===== config.mk =====
export PLATFORM = sky130hd
export DESIGN_NAME = mips_subset_instruction_decoder_core
export DESIGN_NICKNAME = d
export VERILOG_FILES = /design/src/msid_pkg.sv /design/src/mips_subset_instruction_decoder_core.sv
export SDC_FILE = /design/constraint.sdc
export NUM_CORES = 1
export LEC_CHECK = 0
export ABC_AREA = 1
export ABC_CLOCK_PERIOD_IN_PS = 5950
export BUFFER_PORTS_ARGS = -buffer_cell sky130_fd_sc_hd__buf_2
export CAP_MARGIN = 20
export CORE_UTILIZATION = 42
export CTS_BUF_LIST = sky130_fd_sc_hd__clkbuf_4 sky130_fd_sc_hd__clkbuf_8
export DETAILED_ROUTE_END_ITERATION = 10
export PLACE_DENSITY = 0.7
export SYNTH_ARGS = -nofsm -noshare
export SYNTH_HDL_FRONTEND = slang
export SYNTH_SLANG_ARGS = --single-unit

===== constraint.sdc =====
create_clock -name clk -period 5.95 [get_ports clk]
set_input_delay 0.2975 -clock clk [delete_from_list [all_inputs] [get_ports clk]]
set_output_delay 0.2975 -clock clk [all_outputs]
set_load 0.1 [all_outputs]

===== src/msid_pkg.sv =====
package msid_pkg;

  // mnemonic codes, 0 is undefined
  localparam logic [4:0] MN_UNDEF   = 5'd0;
  localparam logic [4:0] MN_SLL     = 5'd1;
  localparam logic [4:0] MN_SRL     = 5'd2;
  localparam logic [4:0] MN_SRA     = 5'd3;
  localparam logic [4:0] MN_JR      = 5'd4;
  localparam logic [4:0] MN_SYSCALL = 5'd5;
  localparam logic [4:0] MN_MFHI    = 5'd6;
  localparam logic [4:0] MN_MFLO    = 5'd7;
  localparam logic [4:0] MN_MULT    = 5'd8;
  localparam logic [4:0] MN_ADD     = 5'd9;
  localparam logic [4:0] MN_SUB     = 5'd10;
  localparam logic [4:0] MN_AND     = 5'd11;
  localparam logic [4:0] MN_OR      = 5'd12;
  localparam logic [4:0] MN_XOR     = 5'd13;
  localparam logic [4:0] MN_NOR     = 5'd14;
  localparam logic [4:0] MN_SLT     = 5'd15;
  localparam logic [4:0] MN_BLTZ    = 5'd16;
  localparam logic [4:0] MN_J       = 5'd17;
  localparam logic [4:0] MN_JAL     = 5'd18;
  localparam logic [4:0] MN_BEQ     = 5'd19;
  localparam logic [4:0] MN_BNE     = 5'd20;
  localparam logic [4:0] MN_ADDI    = 5'd21;
  localparam logic [4:0] MN_SLTI    = 5'd22;
  localparam logic [4:0] MN_ANDI    = 5'd23;
  localparam logic [4:0] MN_ORI     = 5'd24;
  localparam logic [4:0] MN_XORI    = 5'd25;
  localparam logic [4:0] MN_LUI     = 5'd26;
  localparam logic [4:0] MN_LB      = 5'd27;
  localparam logic [4:0] MN_LW      = 5'd28;
  localparam logic [4:0] MN_LBU     = 5'd29;
  localparam logic [4:0] MN_SB      = 5'd30;
  localparam logic [4:0] MN_SW      = 5'd31;

  // operand format classes
  localparam logic [3:0] FMT_NONE    = 4'd0;
  localparam logic [3:0] FMT_SHIFT   = 4'd1;
  localparam logic [3:0] FMT_JR      = 4'd2;
  localparam logic [3:0] FMT_SYSCALL = 4'd3;
  localparam logic [3:0] FMT_MFHILO  = 4'd4;
  localparam logic [3:0] FMT_MULT    = 4'd5;
  localparam logic [3:0] FMT_ALU     = 4'd6;
  localparam logic [3:0] FMT_ALUI    = 4'd7;
  localparam logic [3:0] FMT_BRANCH  = 4'd8;
  localparam logic [3:0] FMT_JUMP    = 4'd9;

  // opcode and funct halves
  localparam logic [2:0] HALF_MASK = 3'h7;

  localparam logic [5:0] OP_SPECIAL = 6'o00;
  localparam logic [5:0] OP_REGIMM  = 6'o01;
  localparam logic [5:0] OP_J       = 6'o02;
  localparam logic [5:0] OP_JAL     = 6'o03;
  localparam logic [5:0] OP_BEQ     = 6'o04;
  localparam logic [5:0] OP_BNE     = 6'o05;
  localparam logic [5:0] OP_ADDI    = 6'o10;
  localparam logic [5:0] OP_SLTI    = 6'o12;
  localparam logic [5:0] OP_ANDI    = 6'o14;
  localparam logic [5:0] OP_ORI     = 6'o15;
  localparam logic [5:0] OP_XORI    = 6'o16;
  localparam logic [5:0] OP_LUI     = 6'o17;
  localparam logic [5:0] OP_LB      = 6'o40;
  localparam logic [5:0] OP_LW      = 6'o43;
  localparam logic [5:0] OP_LBU     = 6'o44;
  localparam logic [5:0] OP_SB      = 6'o50;
  localparam logic [5:0] OP_SW      = 6'o53;

  localparam logic [5:0] FN_SLL     = 6'o00;
  localparam logic [5:0] FN_SRL     = 6'o02;
  localparam logic [5:0] FN_SRA     = 6'o03;
  localparam logic [5:0] FN_JR      = 6'o10;
  localparam logic [5:0] FN_SYSCALL = 6'o14;
  localparam logic [5:0] FN_MFHI    = 6'o20;
  localparam logic [5:0] FN_MFLO    = 6'o22;
  localparam logic [5:0] FN_MULT    = 6'o30;
  localparam logic [5:0] FN_ADD     = 6'o40;
  localparam logic [5:0] FN_SUB     = 6'o42;
  localparam logic [5:0] FN_AND     = 6'o44;
  localparam logic [5:0] FN_OR      = 6'o45;
  localparam logic [5:0] FN_XOR     = 6'o46;
  localparam logic [5:0] FN_NOR     = 6'o47;
  localparam logic [5:0] FN_SLT     = 6'o52;

  localparam logic [2:0] FH_SHIFT  = 3'd0;
  localparam logic [2:0] FH_JR     = 3'd1;
  localparam logic [2:0] FH_MFHILO = 3'd2;
  localparam logic [2:0] FH_MULT   = 3'd3;
  localparam logic [2:0] FH_ALU0   = 3'd4;
  localparam logic [2:0] FH_ALU1   = 3'd5;

  typedef struct packed {
    logic [4:0] mnemonic;
    logic [3:0] operand_format;
    logic       is_load_store;
  } dec_t;

  // recognize an R-type funct
  function automatic logic [4:0] rtype_mn(input logic [5:0] funct);
    logic [4:0] mn;
    mn = MN_UNDEF;
    case (funct)
      FN_SLL:     mn = MN_SLL;
      FN_SRL:     mn = MN_SRL;
      FN_SRA:     mn = MN_SRA;
      FN_JR:      mn = MN_JR;
      FN_SYSCALL: mn = MN_SYSCALL;
      FN_MFHI:    mn = MN_MFHI;
      FN_MFLO:    mn = MN_MFLO;
      FN_MULT:    mn = MN_MULT;
      FN_ADD:     mn = MN_ADD;
      FN_SUB:     mn = MN_SUB;
      FN_AND:     mn = MN_AND;
      FN_OR:      mn = MN_OR;
      FN_XOR:     mn = MN_XOR;
      FN_NOR:     mn = MN_NOR;
      FN_SLT:     mn = MN_SLT;
      default:    mn = MN_UNDEF;
    endcase
    return mn;
  endfunction

  // format from the high half of funct
  function automatic logic [3:0] rtype_fmt(input logic [2:0] fhi);
    logic [3:0] fmt;
    fmt = FMT_NONE;
    case (fhi)
      FH_SHIFT:  fmt = FMT_SHIFT;
      FH_JR:     fmt = FMT_JR;
      FH_MFHILO: fmt = FMT_MFHILO;
      FH_MULT:   fmt = FMT_MULT;
      FH_ALU0:   fmt = FMT_ALU;
      FH_ALU1:   fmt = FMT_ALU;
      default:   fmt = FMT_NONE;
    endcase
    return fmt;
  endfunction

  function automatic dec_t decode_word(input logic [31:0] word);
    logic [5:0] opcode;
    logic [5:0] funct;
    logic [4:0] rt;
    logic [4:0] mn;
    dec_t       d;
    opcode = word[31:26];
    funct  = word[5:0];
    rt     = word[20:16];
    mn     = rtype_mn(funct);
    d      = '{mnemonic: MN_UNDEF, operand_format: FMT_NONE, is_load_store: 1'b0};
    case (opcode)
      OP_SPECIAL: begin
        d.mnemonic = mn;
        if (mn == MN_SYSCALL) begin
          d.operand_format = FMT_SYSCALL;
        end else if (mn != MN_UNDEF) begin
          d.operand_format = rtype_fmt(funct[5:3] & HALF_MASK);
        end
      end
      OP_REGIMM: begin
        // only the rt == 0 encoding (bltz) is in the subset
        if (rt == 5'd0) begin
          d.mnemonic       = MN_BLTZ;
          d.operand_format = FMT_BRANCH;
        end
      end
      OP_J:    d = '{mnemonic: MN_J,    operand_format: FMT_JUMP,   is_load_store: 1'b0};
      OP_JAL:  d = '{mnemonic: MN_JAL,  operand_format: FMT_JUMP,   is_load_store: 1'b0};
      OP_BEQ:  d = '{mnemonic: MN_BEQ,  operand_format: FMT_BRANCH, is_load_store: 1'b0};
      OP_BNE:  d = '{mnemonic: MN_BNE,  operand_format: FMT_BRANCH, is_load_store: 1'b0};
      OP_ADDI: d = '{mnemonic: MN_ADDI, operand_format: FMT_ALUI,   is_load_store: 1'b0};
      OP_SLTI: d = '{mnemonic: MN_SLTI, operand_format: FMT_ALUI,   is_load_store: 1'b0};
      OP_ANDI: d = '{mnemonic: MN_ANDI, operand_format: FMT_ALUI,   is_load_store: 1'b0};
      OP_ORI:  d = '{mnemonic: MN_ORI,  operand_format: FMT_ALUI,   is_load_store: 1'b0};
      OP_XORI: d = '{mnemonic: MN_XORI, operand_format: FMT_ALUI,   is_load_store: 1'b0};
      OP_LUI:  d = '{mnemonic: MN_LUI,  operand_format: FMT_ALUI,   is_load_store: 1'b0};
      // loads and stores carry no format class, only the flag
      OP_LB:   d = '{mnemonic: MN_LB,   operand_format: FMT_NONE,   is_load_store: 1'b1};
      OP_LW:   d = '{mnemonic: MN_LW,   operand_format: FMT_NONE,   is_load_store: 1'b1};
      OP_LBU:  d = '{mnemonic: MN_LBU,  operand_format: FMT_NONE,   is_load_store: 1'b1};
      OP_SB:   d = '{mnemonic: MN_SB,   operand_format: FMT_NONE,   is_load_store: 1'b1};
      OP_SW:   d = '{mnemonic: MN_SW,   operand_format: FMT_NONE,   is_load_store: 1'b1};
      default: d = '{mnemonic: MN_UNDEF, operand_format: FMT_NONE,  is_load_store: 1'b0};
    endcase
    return d;
  endfunction

endpackage


===== src/mips_subset_instruction_decoder_core.sv =====
// MIPS subset instruction decoder: each item is one 32-bit instruction word and yields
// one decoded item with a mnemonic code (0 = undefined), an operand format class, a
// load/store flag and the raw rs, rt, rd, shamt, sign-extended 16-bit immediate and
// 26-bit jump fields. The accepting edge captures the word in the input register;
// from there the decoded result is loaded into the result register, which raises
// out_valid. A new word can be taken every cycle, and throughput is one item per
// cycle, as long as out_stall is low.
// While out_stall is high the two registers fill and in_stall rises once both hold
// an item. The block keeps no state between items and has no configuration.
module mips_subset_instruction_decoder_core
  import msid_pkg::*;
(
  input  logic               clk,
  input  logic               rst_n,
  // instruction channel
  input  logic               in_valid,
  output logic               in_stall,
  input  logic [31:0]        in_instruction_word,
  // decoded channel
  output logic               out_valid,
  input  logic               out_stall,
  output logic [4:0]         out_mnemonic,
  output logic [3:0]         out_operand_format,
  output logic               out_is_load_store,
  output logic [4:0]         out_reg_s,
  output logic [4:0]         out_reg_t,
  output logic [4:0]         out_reg_d,
  output logic [4:0]         out_shift_amount,
  output logic signed [15:0] out_offset_value,
  output logic [25:0]        out_jump_index
);

  // stage 1: captured instruction word
  logic        s1_valid_r;
  logic [31:0] word_r;

  // stage 2: decoded result
  logic        s2_valid_r;
  dec_t        dec_r;
  logic [25:0] raw_r;

  dec_t        dec_nxt;
  logic        s2_load;
  logic        s1_load;

  // result register frees up when empty or when its item leaves this cycle
  assign s2_load  = !s2_valid_r || !out_stall;
  // input register moves on whenever the result register can take its item
  assign s1_load  = !s1_valid_r || s2_load;
  assign in_stall = !s1_load;

  // the whole decode is one short table lookup on opcode and funct
  assign dec_nxt = decode_word(word_r);

  always_ff @(posedge clk) begin
    if (!rst_n) begin
      s1_valid_r <= 1'b0;
      s2_valid_r <= 1'b0;
    end else begin
      if (s1_load) begin
        s1_valid_r <= in_valid;
      end
      if (s2_load) begin
        s2_valid_r <= s1_valid_r;
      end
    end
  end

  // payload registers, no reset needed
  always_ff @(posedge clk) begin
    if (s1_load && in_valid) begin
      word_r <= in_instruction_word;
    end
    if (s2_load && s1_valid_r) begin
      dec_r <= dec_nxt;
      raw_r <= word_r[25:0];
    end
  end

  assign out_valid          = s2_valid_r;
  assign out_mnemonic       = dec_r.mnemonic;
  assign out_operand_format = dec_r.operand_format;
  assign out_is_load_store  = dec_r.is_load_store;
  // raw fields pass through whatever the instruction is
  assign out_reg_s          = raw_r[25:21];
  assign out_reg_t          = raw_r[20:16];
  assign out_reg_d          = raw_r[15:11];
  assign out_shift_amount   = raw_r[10:6];
  assign out_offset_value   = $signed(raw_r[15:0]);
  assign out_jump_index     = raw_r[25:0];

endmodule


## Word-level counts from Yosys, hierarchy flattened

Memories as Yosys holds them, arrays and structs flattened. A register that Yosys moved wholly into a read port is not among the register bits.
Cells that the tools add are included.

| storage, ports and cells | value |
|---|---|
| memories | 1 |
| output and inout port bits | 74 |
| ROM bits | 256 |
| RAM bits | 0 |
| bits in latches | 0 |
| bits in registers | 70 |
| word-level logic and storage cells | 51 |

Memories:

| memory | words | width | rd ports | clocked after Yosys merged registers in | write ports | line | text |
|---|---|---|---|---|---|---|---|
| (no name shown) | 64 | 4 | 1 | 1 | 0 | msid_pkg.sv:103 | `case (funct)` |

| operators by class | value |
|---|---|
| add/sub/neg operators | 0 |
| multipliers | 0 |
| reductions and logical operators | 14 |
| muxes and demuxes | 7 |
| bitwise operators | 0 |
| shift-type cells | 0 |
| equal/unequal tests | 22 |
| divide/modulo/power cells | 0 |
| magnitude comparators | 0 |

Operator list:

| cell | number |
|---|---|
| 9-bit one-hot mux with 17 select lines | 1 |
| 6-bit by 4-bit equality test with 1-bit output (second input constant) | 6 |
| 6-bit equality test (second input constant) | 5 |
| 3-bit one-hot mux with 5 select lines | 1 |
| 6-bit by 2-bit equality test with 1-bit output (second input constant) | 2 |
| 6-bit by 3-bit equality test with 1-bit output (second input constant) | 2 |
| 9-bit two-way mux | 1 |
| 3-bit by 2-bit equality test with 1-bit output (second input constant) | 2 |
| 3-bit equality test (second input constant) | 2 |
| 6-bit by 1-bit equality test with 1-bit output (second input constant) | 1 |
| 6-bit zero test | 1 |
| 3-bit two-way mux | 2 |
| 6-bit two-way mux | 1 |
| 5-bit by 3-bit equality test with 1-bit output (second input constant) | 1 |
| 5-bit zero test | 1 |
| 5-bit nonzero test | 1 |
| 5-bit OR reduction | 1 |
| 1-bit zero test | 4 |
| 3-bit by 1-bit equality test with 1-bit output (second input constant) | 1 |
| 3-bit zero test | 1 |
| 1-bit logical AND | 2 |
| 1-bit logical OR | 2 |
| 2-bit OR reduction | 1 |
| 1-bit two-way mux | 1 |

## Logic depth before layout (Yosys ltp)

Gate-level depths: netlist of run 1.

| logic depth | value |
|---|---|
| depth in word-level cells | 6 |
| mapped depth | 13 |

## Worst setup path before layout of run 1

Ideal clock, no wire load.

| timing path | value |
|---|---|
| kind | register -> register |
| start | register s2_valid_r, in the netlist out_valid |
| end | register dec_r (netlist bit out_is_load_store), enable pin |
| stages on the path, launching flop included | 2 |
| path slack | 2901 ps |
| arrival time | 2607 ps |
| cells stage by stage | dfxtp_1 > a21oi_1 |

| on the way | value |
|---|---|
| longest elaborated chain between the ends | 3 |

RTL lines:

| element | line | text |
|---|---|---|
| start: declaration | mips_subset_instruction_decoder_core.sv:38 | `logic s2_valid_r;` |
| start signal: assignment | mips_subset_instruction_decoder_core.sv:64 | `s2_valid_r <= s1_valid_r;` |
| 1-bit zero test | mips_subset_instruction_decoder_core.sv:47 | `assign s2_load = !s2_valid_r \|\| !out_stall;` |
| 1-bit logical OR | mips_subset_instruction_decoder_core.sv:47 |  |
| 1-bit logical AND | mips_subset_instruction_decoder_core.sv:74 | `if (s2_load && s1_valid_r) begin` |
| end signal: assignment | mips_subset_instruction_decoder_core.sv:75 | `dec_r <= dec_nxt;` |
| end: declaration | mips_subset_instruction_decoder_core.sv:39 | `dec_t dec_r;` |

Every way passes these cells.
A chain may end at the register's enable or synchronous reset.

==> metrics.csv, run 1 <==
stage;metric;value;unit
power;combPwrFrac;0.203;
power;switchingPower;0.000421;W
placed_design;gp_congestion;0.794;
synthesis;seq_area_frac_synth;0.664;
routing;avgRoutedWirePerCell;12.2;um
synthesis;ys_ff_latch;74;
critical_path;path_cells;nand3_4 > nand2_4 > nand2_1 > o21ai_1 > ha_1 > inv_1 > nor2_1 > nand3b_1 > nand2_1 > nand2_1;
critical_path;cpPeakStageDelay;0.46;ns
clock_network;cts_buffers;9;
routing;wirelength;5.59;mm
clock_network;clock_path_buffers;2;
floorplanning;start_util;0.442;
outcome;status;complete, no violations;
synthesis;synth_area;0.00325;mm^2
timing;fmax;529;MHz
timing;slew_headroom;0.666;
critical_path;regToRegStartpoint;out_valid;
synthesis;synthDistinctLibCells;28;
critical_path;critPathMostFrequentCell;nand2_1;
critical_path;worstSetupStartpointType;flop;
floorplanning;die-area;0.00810;mm^2
synthesis;synth_top_area_frac;0.627;
critical_path;end_kind;flop;
global_route;grt-ovfl-total;0;
routing;drt_drc_violations_left;0;
clock_network;post_cts_buffers;0;
final_layout;design_area;0.00390;mm^2
power;swShare;0.323;
final_layout;diodes;0;
timing;setup-violations-final;0;
synthesis;synth_area_leaders;edfxtp_1 (63%), buf_4 (8.3%), nand2_1 (5.2%);
critical_path;crit_type;flop to flop;
min_path;worstHoldPathType;primary input to flop;
timing;hold_viol_final;0;
clock_network;clkSlewWorstSetupHoldPaths;0.08;ns
clock_network;root_buffer;clkbuf_8;
timing;maxSlewViolCount;0;
final_layout;drive_gt1_frac;0.393;
routing;drtIter0Drc;89;
synthesis;avgSynthCellArea;12.0;um^2
global_route;grt_pass1_wl;8.83;mm
timing;period_needed;1.89;ns
critical_path;crit_arrival;2.18;ns
routing;viasPerCell;4.63;
power;ir_drop;0.117;mV
routing;postRouteAntennaNets;0;
power;internal_power;0.000883;W
critical_path;rrSetupSlack;4.06;ns
min_path;hp-start;in_instruction_word[23];
final_layout;fillers;661;
global_route;grt_pass1_vias;1918;
floorplanning;core_area;0.00737;mm^2
global_route;grt_util_all_layers;0.143;
timing;clock_skew;0.0106;ns
clock_network;clock_latency;0.34;ns
power;seqPwrFrac;0.472;
clock_network;hold_buffers;0;
clock_network;cts-resized-gates;0;
global_route;grt_max_degree;37;
floorplanning;io_pins;110;
critical_path;critPathRequiredTime;6.24;ns
flow_run;maxCapViolCount;0;
power;p_clk_frac;0.325;
placed_design;place_hpwl;4.21;mm
clock_network;tritoncts;done;
synthesis;syn-num-nets;309;
power;p_leak;1.75;nW
floorplanning;die_h;90.0;um
clock_network;cts_sinks;74;
placed_design;placement.io_buffers;109;
synthesis;syn_inst;271;
critical_path;startpoint;out_valid;
global_route;antenna_found_initial;0;
synthesis;synth_warnings;0;
floorplanning;rows;31;
clock_network;h-tree-depth;3;
synthesis;yosysTopAreaCell;edfxtp_1;
placed_design;dpl_cell_area;0.00365;mm^2
final_layout;syn2layout_area_growth;19.7;%
floorplanning;die_width;90.0;um
routing;first_pass_iters;4;
timing;setup-tns-final;0;ns
routing;via_count;2129;
critical_path;critical_path_peak_fanout;14;
final_layout;fin_nets;394;
timing;tightest_slew;0.504;ns
critical_path;slowest_stage;dfxtp_1;
power;power_density;335;mW/mm^2
timing;rsz0062_at_grt;false;
timing;period_share;0.318;
==> critical path, delay by kind of cell, from the launching register on <==
| kind | cells | cell delay, ns |
|---|---|---|
| AND/OR/NAND/NOR | 7 | 0.85 |
| flip-flops | 1 | 0.46 |
| adder cells (fa/ha/maj) | 1 | 0.27 |
| AO/OA/AOI/OAI | 1 | 0.22 |
| buffers and inverters | 1 | 0.05 |
==> metal layers <==
metal  GRT usage  vias up  wire, um
met4      0.0726        0        55
met5           0        -         0
met1       0.175      967      2520
met2       0.233       94      2670
li1            -     1063         -
met3      0.0372        5       345
==> synth_stat cells <==
cell type / number
o2111ai_1: 2
a21oi_2: 1
dfxtp_1: 6
nor2_1: 19
o211ai_1: 2
nand4_1: 5
nand3_1: 20
edfxtp_1: 68
nand2_1: 45
nor3_1: 3
o21ai_0: 7
buf_4: 36
o21ai_2: 1
nand3b_1: 2
nand2_2: 3
o21ai_4: 2
nor4_1: 1
o21ai_1: 3
inv_2: 1
nor2_2: 1
and2_1: 1
nand2_4: 4
ha_1: 2
nand3_4: 1
buf_12: 1
inv_1: 29
o211a_1: 1
a21oi_1: 4
==> placed cells by master, fill, tap and decap left out, types with 2 or more instances in the layout <==
master,synthesis,final
a21oi_1,4,3
nand2_2,3,3
bufinv_16,0,2
edfxtp_1,68,68
nand2_1,45,45
nand3_1,20,20
o2111ai_1,2,2
inv_1,29,29
nand3b_1,2,2
nand2_4,4,4
dfxtp_1,6,6
o211ai_1,2,2
clkinv_4,0,2
o21ai_0,7,7
inv_6,0,2
nand4_1,5,5
o21ai_4,2,2
clkbuf_8,0,9
nor3_1,3,3
buf_2,0,109
o21ai_1,3,3
nor2_1,19,19
ha_1,2,2
==> logic make-up (layout without fill, tap and decap cells) <==
group | count (synthesis) | after routing | share of synthesized area
simple gates | 105 | 105 | 0.154
flops | 74 | 74 | 0.664
buf+inv | 67 | 157 | 0.124
compound gates | 23 | 23 | 0.0500
fa+ha+maj | 2 | 2 | 0.00769
==> sequential cells by signal, indices dropped and copies added (netlist names), named ones only <==
| name | count |
|---|---|
| word_r | 32 |
| out_jump_index | 26 |
| out_mnemonic | 5 |
| out_operand_format | 4 |
| out_is_load_store | 1 |
| out_valid | 1 |
| s1_valid_r | 1 |
==> per-stage QoR <==
stage | worst slack [ns] | hold slack, ns | instances | total power, W | util
floorplan | 2.90 | 0.396 | 271 | 0.000859 | -
finish | 4.06 | 0.132 | 460 | 0.00130 | 0.529
global route | 3.88 | 0.107 | 460 | 0.00135 | 0.529
global placement | 4.17 | 0.401 | 443 | 0.000889 | 0.496
CTS | 4.06 | 0.110 | 459 | 0.00132 | 0.526
detailed placement | 4.07 | 0.405 | 443 | 0.000891 | 0.496
==> final timing paths <==
kind | cells past startpoint | end
worst max register to register | 10 | flop
worst max-delay path | 10 | flop
worst min register to register | 0 | out_jump_index[8]
worst min-delay path | 1 | word_r[23]
==> final cells by class <==
cell class	count	area, um^2	share of cell area
Clock buffer	9	124	0.0318
Clock inverter	7	100	0.0257
Inverter	30	113	0.0289
Multi-Input combinational cell	130	701	0.180
Sequential cell	74	2160	0.555
Tap cell	99	124	0.0318
Timing Repair Buffer	111	573	0.147
==> power by group through the flow <==
stage / registers [W] / logic, W / clock network (W)
2_1_floorplan: 0.000709 / 0.000150 / 0
3_3_place_gp: 0.000626 / 0.000263 / 0
3_5_place_dp: 0.000628 / 0.000264 / 0
4_1_cts: 0.000616 / 0.000264 / 0.000436
5_1_grt: 0.000619 / 0.000277 / 0.000458
6_report: 0.000615 / 0.000265 / 0.000424
Note: power is estimated with default switching activity, not from simulation.
==> run 2: changes to the inputs <==
ABC_CLOCK_PERIOD_IN_PS = 1850   (was 5950)
clock period = 1.85 ns   (was 5.95 ns; I/O delays follow)
==> run 2 against run 1 <==
  * Sequential share of layout area down 4.9 points
  * First-iteration DRC count down 12%
  * Register-to-register slack worse by 3.8 ns
  * Clock power rose to 3.6 times the previous value
  * Flip-flop and latch count unchanged
  * Die area unchanged
  * Fmax up 18%
  * Core utilization up 5.2 points
  * Clock-buffer cell count unchanged
  * Hold slack worse by 0.10 ns
  * Global-route usage up 1.5 points
  * Non-clock buffer count up 35
  * Highest routed layer unchanged
==> metrics.csv, run 2 (synthesis gave the netlist of run 1 again) <==
stage;metric;value;unit;change
final_layout;final_cell_mix;buf_2 (109), edfxtp_1 (68), nand2_1 (45);;
min_path;whs_path_depth;3;;+2
global_route;grt_pass1_vias;2160;;+13%
critical_path;critPathRequiredTime;2.16;ns;-4.08 ns
critical_path;startpoint;s1_valid_r;;
floorplanning;die_width;90.0;um;unchanged
power;ir_drop;0.409;mV;+250%
power;switchingPower;0.00139;W;+230%
timing;fmax;623;MHz;+18%
clock_network;clkSlewWorstSetupHoldPaths;0.09;ns;about the same
timing;setup-tns-final;0;ns;unchanged
routing;viasPerCell;4.53;;-2.2%
power;swShare;0.314;;-0.00831
final_layout;diodes;0;;unchanged
routing;via_count;2240;;+5.2%
power;p_leak;1.91;nW;+9.1%
min_path;min_to;out_valid;;
clock_network;cts_sinks;74;;unchanged
final_layout;instances_no_fill;495;;+7.6%
outcome;status;complete, no violations;;
global_route;grt_util_all_layers;0.158;;+0.0147
clock_network;post_cts_buffers;0;;unchanged
power;p_clk_frac;0.345;;+0.020
floorplanning;rows;31;;unchanged
global_route;antenna_found_initial;0;;unchanged
routing;drt_drc_violations_left;0;;unchanged
final_layout;drive_gt1_frac;0.366;;-0.0272
floorplanning;die_h;90.0;um;unchanged
power;seqPwrFrac;0.448;;-0.024
global_route;grt_pass1_wl;9.81;mm;+11%
timing;setup-violations-final;0;;unchanged
timing;clock_skew;0.0128;ns;+0.00212 ns
critical_path;crit_arrival;1.91;ns;-0.27 ns
timing;maxSlewViolCount;0;;unchanged
final_layout;largest_reg_flops;32;;unchanged
critical_path;r2r.worst_path.cells;12;;+2
routing;postRouteAntennaNets;0;;unchanged
routing;wirelength;6.03;mm;+7.8%
critical_path;critical_path_peak_fanout;7;;-7
power;internal_power;0.00303;W;+240%
critical_path;rrSetupSlack;0.25;ns;-3.81 ns
power;power_density;1030;mW/mm^2;+210%
final_layout;top_register;word_r;;
placed_design;place_hpwl;4.13;mm;-2.0%
placed_design;placement.io_buffers;109;;unchanged
timing;period_share;0.867;;+0.550
min_path;worstHoldPathType;primary input to flop;;
floorplanning;io_pins;110;;unchanged
final_layout;fin_nets;429;;+8.9%
clock_network;root_buffer;clkbuf_8;;
routing;drtIter0Drc;78;;-12%
routing;first_pass_iters;4;;unchanged
timing;worst_slack;0.245;ns;-3.81 ns
placed_design;gp_congestion;0.918;;+16%
floorplanning;die-area;0.00810;mm^2;unchanged
global_route;grt_max_degree;37;;unchanged
clock_network;clock_latency;0.35;ns;about the same
critical_path;end_kind;flop;;
placed_design;pre_cts_slack;0.252;ns;-3.82 ns
clock_network;cts_buffers;9;;unchanged
global_route;grt-ovfl-total;0;;unchanged
flow_run;maxCapViolCount;0;;unchanged
routing;avgRoutedWirePerCell;12.2;um;+0.16%
final_layout;mostFrequentLayoutCell;buf_2;;
timing;period_needed;1.60;ns;-0.286 ns
timing;slew_headroom;0.664;;-0.00199
clock_network;tritoncts;done;;
timing;rsz0062_at_grt;false;;
placed_design;dp.cells;446;;+0.68%
clock_network;clock_path_buffers;2;;unchanged
timing;tightest_slew;0.507;ns;+0.00301 ns
final_layout;syn2layout_area_growth;31.6;%;
floorplanning;core_area;0.00737;mm^2;unchanged
critical_path;worstSetupStartpointType;flop;;
timing;hold_viol_final;0;;unchanged
clock_network;h-tree-depth;3;;unchanged
power;combPwrFrac;0.207;;+0.004
critical_path;regToRegStartpoint;s1_valid_r;;
floorplanning;start_util;0.442;;unchanged
critical_path;crit_type;flop to flop;;
min_path;hp-start;out_stall;;
-- run 2: critical path, cell delays in order (launching register included) --
cell and delay [ns]:
dfxtp_1 0.38, nand3_4 0.13, nand2_4 0.11, nand2_1 0.05
o21ai_1 0.18, ha_1 0.30, inv_1 0.06, nand3_1 0.06
nand2_1 0.06, nand3_1 0.06, nand2_1 0.07, nand2_1 0.04
nand2_1 0.04
-- run 2: worst max-delay path by stage --
stage                end
3_3_place_gp        flop
6_report            flop
2_1_floorplan  word_r[0]
4_1_cts             flop
5_1_grt             flop
3_5_place_dp        flop
-- run 2: layer usage --
metal | vias up | track usage | wire, um
met5 | - | 0 | 0
li1 | 1131 | - | -
met1 | 1023 | 0.178 | 2620
met3 | 9 | 0.0465 | 283
met4 | 0 | 0.0726 | 117
met2 | 77 | 0.274 | 3010
-- run 2: power groups by stage --
| stage | sequential, W | combinational (W) | clock (W) |
|---|---|---|---|
| 6_report | 0.00198 | 0.000916 | 0.00152 |
| 5_1_grt | 0.00199 | 0.000962 | 0.00162 |
| 4_1_cts | 0.00198 | 0.000918 | 0.00155 |
| 3_5_place_dp | 0.00202 | 0.000863 | 0 |
| 3_3_place_gp | 0.00201 | 0.000859 | 0 |
| 2_1_floorplan | 0.00228 | 0.000483 | 0 |
-- run 2: through the flow --
stage | utilization | hold slack (ns) | total power, W | area [um^2]
after global routing | 0.581 | 0.0270 | 0.00457 | 4280
after global placement | 0.503 | 0.269 | 0.00287 | 3700
after floorplan | - | 0.191 | 0.00276 | 3270
final | 0.581 | 0.0318 | 0.00442 | 4280
after detailed placement | 0.503 | 0.271 | 0.00288 | 3700
after CTS | 0.581 | 0.0141 | 0.00445 | 4280
-- run 2: final cells by class --
class                   count  area (um^2)
clock inverters             7          124
multi-input cells         130          701
repair buffers            146          931
fillers                   613         3090
flip-flops and latches     74         2170
inverters                  30          113
well taps                  99          124
clock buffers               9          124
-- run 2: repair_timing --
item	4_1_cts	5_1_grt
gates resized for setup	0	0
hold endpoints to repair	34	0
hold buffers	33	0
